[config.mk]
export PLATFORM = sky130hd
export DESIGN_NAME = rpa_ctrl
export DESIGN_NICKNAME = d
export VERILOG_FILES = /design/src/rtl/rpa_pkg.sv /design/src/rtl/rpa_ctrl.sv
export SDC_FILE = /design/constraint.sdc
export NUM_CORES = 1
export LEC_CHECK = 0
export ABC_CLOCK_PERIOD_IN_PS = 1600
export BUFFER_PORTS_ARGS = -buffer_cell sky130_fd_sc_hd__buf_2
export CORE_AREA = 2 2 39 41
export DETAILED_ROUTE_END_ITERATION = 12
export DIE_AREA = 0 0 41 43
export PLACE_DENSITY = 0.4
export SETUP_SLACK_MARGIN = 0.1
export SLEW_MARGIN = 15
export SYNTH_ARGS = -nofsm -noshare
export SYNTH_HDL_FRONTEND = slang
export SYNTH_SLANG_ARGS = --single-unit
[constraint.sdc]
create_clock -name clk -period 1.6 [get_ports clk]
set_clock_uncertainty 0.2 [all_clocks]
set_input_delay 0.24 -clock clk [delete_from_list [all_inputs] [get_ports clk]]
set_output_delay 0.24 -clock clk [all_outputs]
set_load 0.01 [all_outputs]
[src/rtl/rpa_pkg.sv]
// Shared constants, codes and control types of the reference-counted page allocator.
package rpa_pkg;

	localparam int MAX_PAGES  = 32768;
	localparam int PAGE_BYTES = 4096;
	localparam int COUNT_BITS = 8;

	localparam int ADDR_W     = 32;
	localparam int PAGE_SHIFT = $clog2(PAGE_BYTES);
	localparam int IDX_W      = $clog2(MAX_PAGES);
	localparam int DEPTH_W    = $clog2(MAX_PAGES + 1);
	localparam int PG_W       = ADDR_W - PAGE_SHIFT;
	localparam int FUNC_W     = 2;
	localparam int STATUS_W   = 3;
	localparam int NCOUNT_W   = 8;
	localparam int CFG_IDX_W  = 1;

	// Operation codes.
	localparam logic [FUNC_W-1:0] FN_ALLOC  = 2'd0;
	localparam logic [FUNC_W-1:0] FN_FREE   = 2'd1;
	localparam logic [FUNC_W-1:0] FN_INCREF = 2'd2;

	// Result status codes.
	localparam logic [STATUS_W-1:0] ST_OK       = 3'd0;
	localparam logic [STATUS_W-1:0] ST_EMPTY    = 3'd1;
	localparam logic [STATUS_W-1:0] ST_BADADDR  = 3'd2;
	localparam logic [STATUS_W-1:0] ST_NOTALLOC = 3'd3;
	localparam logic [STATUS_W-1:0] ST_SAT      = 3'd4;

	// Configuration register indexes.
	localparam logic [CFG_IDX_W-1:0] CFG_REGION_START = 1'd0;
	localparam logic [CFG_IDX_W-1:0] CFG_REGION_END   = 1'd1;

	localparam logic [ADDR_W-1:0] RESET_REGION_START = 32'h8000_0000;
	localparam logic [ADDR_W-1:0] RESET_REGION_END   = 32'h8800_0000;
	localparam logic [ADDR_W:0]   RESET_BASE         = {1'b0, RESET_REGION_START};
	localparam logic [DEPTH_W-1:0] RESET_TOTAL       = DEPTH_W'(MAX_PAGES);

	localparam logic [COUNT_BITS-1:0] COUNT_MAX = '1;

	typedef enum logic [1:0] {
		S_IDLE,
		S_DECODE,
		S_EXEC
	} ctl_state_t;

	typedef struct packed {
		logic accept;
		logic decode;
		logic execute;
		logic finish;
		logic restart;
	} ctl_cmd_t;

	typedef struct packed {
		logic needs_exec;
	} dp_sts_t;

endpackage

[src/rtl/rpa_ctrl.sv]
// Controller state machine of the page allocator.
module rpa_ctrl (
	input  logic             clk,
	input  logic             arst_n,
	input  logic             start,
	input  logic             cfg_we,
	input  rpa_pkg::dp_sts_t sts,
	output rpa_pkg::ctl_cmd_t cmd,
	output logic             busy
);

	import rpa_pkg::*;

	ctl_state_t state_q;
	ctl_state_t state_d;
	logic       restart_q;

	always_ff @(posedge clk or negedge arst_n) begin
		if (!arst_n) begin
			state_q   <= S_IDLE;
			restart_q <= 1'b0;
		end else begin
			state_q   <= state_d;
			restart_q <= cfg_we;
		end
	end

	always_comb begin
		state_d     = state_q;
		cmd         = '0;
		busy        = restart_q;
		cmd.restart = restart_q;
		case (state_q)
			S_IDLE: begin
				if (start && !restart_q) begin
					cmd.accept = 1'b1;
					state_d    = S_DECODE;
				end
			end
			S_DECODE: begin
				busy       = 1'b1;
				cmd.decode = 1'b1;
				if (sts.needs_exec) begin
					state_d = S_EXEC;
				end else begin
					cmd.finish = 1'b1;
					state_d    = S_IDLE;
				end
			end
			S_EXEC: begin
				busy        = 1'b1;
				cmd.execute = 1'b1;
				cmd.finish  = 1'b1;
				state_d     = S_IDLE;
			end
			default: begin
				state_d = S_IDLE;
			end
		endcase
	end

endmodule

After elaboration in Yosys (flattened, before gate mapping)
Cells that the tools add are included.
{"block": "classes", "eq_ne": 3, "mux": 10, "reduce_logical": 4}
{"cell": "two-way mux 1 bit", "count": 6}
{"cell": "two-way mux 2 bit", "count": 2}
{"cell": "case mux 2 bit (2 select lines)", "count": 1}
{"cell": "== test 2 x 1 -> 1 bit (second input constant)", "count": 1}
{"cell": "== test 2 bit (second input constant)", "count": 1}
{"cell": "logical NOT 2 bit", "count": 1}
{"cell": "!= test 2 bit (second input constant)", "count": 1}
{"cell": "case mux 1 bit (2 select lines)", "count": 1}
{"cell": "OR reduction 2 bit", "count": 1}
{"cell": "logical AND 1 bit", "count": 1}
{"cell": "logical NOT 1 bit", "count": 1}
{"block": "word_totals", "ff_bits": 3, "inputBits": 5, "out_inout_bits": 6, "word_cells": 19}

Longest topological paths before layout
{"block": "logic_depth", "ltp_word": 4, "depth_mapped": 4, "mapped_depth_nobuf": 4}

Worst setup path before layout
OpenSTA, ideal clock, no wires.
{"block": "synth_path", "kind": "reg-to-output", "startpoint": "reg state_q[0]", "endpoint": "out busy", "t_arrival_ns": 1.008, "required_time_ns": 1.160, "setup_slack_ns": 0.152, "path_stages_with_launch": 4, "n_path_buf": 0, "path_cell_list": "dfrtp_1 inv_1 ha_1 or2_2"}
{"block": "synth_via", "elab_chain_len": 3, "word_cells_on_any_way": 4, "classes_between": "eq/ne: 2; mux: 1; reduce/logical: 1"}
{"item": "start: declaration", "line": "rpa_ctrl.sv:14", "source": "ctl_state_t state_q;"}
{"item": "start signal: assignment", "line": "rpa_ctrl.sv:23", "source": "state_q <= state_d;"}
{"item": "== test 2 bit / == test 2 x 1 -> 1 bit (equally long branches)", "line": "rpa_ctrl.sv:33", "source": "case (state_q)"}
{"item": "OR reduction 2 bit (no source line) *"}
{"item": "two-way mux 1 bit *", "line": "rpa_ctrl.sv:33"}
{"item": "end: declaration", "line": "rpa_ctrl.sv:9", "source": "output logic busy"}
Mark *: on every way between the ends. The rest lies on a longest branch, timed or not.

==> results.toml <==
[outcome]
status = "finished with violations"
violations = "negative setup slack"

[worst_setup_path]
r2r-end = "state_q[1]$_DFFE_PN0P_"
crit_type = "reg2out"
crit_fanout = 2
endpoint = "cmd[1]"
crit_chain = "buf_6 -> ha_4 -> nor2b_4 -> o21a_1 -> buf_2"
regToRegSetupSlack_ps = 210
cp-startpoint = "state_q[0]$_DFFE_PN0P_"
cpPeakStageDelay_ps = 390
worst-r2r-cell-count = 5
cp.arrival_ps = 1330
cp_data_required_time_ps = 1160
startpoint_type = "flip-flop"
cp_slowest_cell = "dfrtp_1"
regToRegStartpoint = "state_q[0]$_DFFE_PN0P_"
endpoint_kind = "output pin"

[synthesis]
yosysTopAreaCell = "dfrtp_1"
yosysSeqAreaShare = 0.3774
syn-mean-instance-area_sq_um = 11.05
netlist-cell-type-count = 12
syn-cell-area_sq_um = 198.9
synth_top_area_share = 0.3774
synth_cells = 18
ys_seq_elements = 3
synth_area_leaders = "dfrtp_1, ha_1, o21a_1"
ys_warn_count = 0
synth_nets = 26

[drt]
postRouteAntennaNets = 0
via_count = 187
routedWlPerCell_microns = 10.26
remaining_drc_errors = 0
dr.pass1.iters = 1
drt_iter0_markers = 0
via_per_inst = 3.528
drt-total-wl_microns = 544

[job]
drv_cap = 0

[grt]
overflow = 0
grt_pass1_vias = 211
busiest_layer = "met2"
grt_max_degree = 4
met1_usage = 0.06494
met2_usage = 0.1219
grt_use_total = 0.07754
met3_usage = 0.01571
grt_pass1_wl_microns = 821
antenna_found_initial = 0

[clocking]
cts_sinks = 3
htreeDepth = 1
numCtsBuffers = 3
clockBufferDepth = 2
worstSkewPairLatency_ps = 230
cts_tree = "yes"
clk_pin_slew_ps = 40
root_buffer = "clkbuf_4"

[placed_design]
place_area_sq_um = 261.5
dp_hpwl_microns = 324.1
port_buffers = 10
gp_congestion = 0.5934

[power]
power.density_nw_per_um2 = 1817
leakagePower_nw = 0.1947
power_mw = 0.7502
worst_ir_drop_vdd_mv = 0.5004

[sta]
fin_crit_ps = 1765
post-route-period-util = 1.103
worst_slew_pin_slew_ps = 150.5
finalHoldViolations = 0
max_freq_mhz = 566.5
slew_violations = 0
relSlewSlack = 0.8968
rsz0062_at_grt = "yes"
setup_viol = 2
hold_slack_ps = 106.2
worst_slack_ps = -165.4

[die]
placementRows = 14
start_util = 0.1438
die_y_microns = 43
core_area_sq_um = 1384
num_io_pins = 11
chipWidth_microns = 41
dieArea_sq_um = 1763

[cells_and_area]
n_fill_cell = 154
antenna_cells = 0
drive_above_1_share = 0.7297
final_cell_area_sq_um = 412.9
syn_to_final_growth_pct = 107.5
nNetsFinal = 46

[worst_hold_path]
hp-class = "in2reg"
state kept, by name, summed over array words and instances, names as in the netlist:
signal     cells
state_q        2
restart_q      1
cells by family after synthesis:
group | synth area share
AOI/OAI and AO/OA | 0.07545
adders and majority gates | 0.1887
buffers and inverters | 0.07550
DFF | 0.3773
muxes | 0.05032
and+or+nand+nor | 0.2327
critical path, delay by kind of cell (launching register included):
kind	cells	cell delay [ps]
buffers and inverters	2	260
AO/OA/AOI/OAI	1	180
AND/OR/NAND/NOR	1	110
flip-flops	1	390
adder cells (fa/ha/maj)	1	140
cells in the mapped netlist:
| library cell | number |
|---|---|
| nor2b_1 | 1 |
| o21a_1 | 2 |
| buf_4 | 1 |
| mux2i_1 | 1 |
| or2_2 | 1 |
| and2_2 | 1 |
| nand2_1 | 1 |
| nor2b_2 | 1 |
| nor2b_4 | 1 |
| ha_1 | 3 |
| inv_1 | 2 |
| dfrtp_1 | 3 |
worst min path at each step:
stage | startpoint | to | slack [ps] | cells after the start
floorplan | arst_n | restart_q$_DFF_PN0_ | -260 | 0
global placement | arst_n | restart_q$_DFF_PN0_ | -170 | 1
detailed placement | arst_n | state_q[0]$_DFFE_PN0P_ | -160 | 1
CTS | sts | state_q[1]$_DFFE_PN0P_ | 90 | 3
global route | sts | state_q[1]$_DFFE_PN0P_ | 120 | 3
finish | sts | state_q[1]$_DFFE_PN0P_ | 110 | 3
report_power, final:
part	total (mW)	internal, mW	switching [mW]
clock network	0.135	0.0936	0.0415
registers	0.124	0.101	0.0228
logic	0.491	0.294	0.197
total	0.750	0.489	0.261
metrics by stage:
| step | worst slack [ps] | TNS, ps | std cells | utilization |
|---|---|---|---|---|
| 2_1_floorplan | 152.5 | 0 | 18 | - |
| 3_3_place_gp | 14.90 | 0 | 43 | 0.1890 |
| 3_5_place_dp | -8.761 | -8.761 | 43 | 0.1890 |
| 4_1_cts | -161.1 | -295.2 | 53 | 0.2812 |
| 5_1_grt | -219.5 | -442.2 | 53 | 0.2984 |
| 6_report | -165.4 | -306.7 | 53 | 0.2984 |
what timing repair did:
item / in CTS / in global routing
setup endpoints to repair: 3 / 5
pin swaps: 2 / 3
setup buffers: 4 / 1
hold endpoints to repair: 4 / 0
resized for setup: 11 / 5
hold buffers: 2 / 0
layer usage:
metal	routed length [microns]	part of all wire
met2	308	0.57
met4	14	0.026
met1	182	0.33
met3	38	0.070
met5	0	0
cell usage in the layout (no fill, tap or decap), drive strengths merged:
master,n
buf,14
dlygate4sd3,2
mux2i,1
or2,1
ha,3
dfrtp,3
inv,2
nand2,1
nor2b,3
and2,1
o21a,2
clkbuf,4
cell type report:
class | count | area [sq um] | share of cell area
Multi-Input combinational cell | 12 | 157.7 | 0.3818
Clock buffer | 4 | 26.28 | 0.06364
Tap cell | 16 | 20.02 | 0.04848
Sequential cell | 3 | 75.07 | 0.1818
Timing Repair Buffer | 16 | 126.4 | 0.3061
Inverter | 2 | 7.507 | 0.01818
Note: power is estimated with default switching activity, not from simulation.
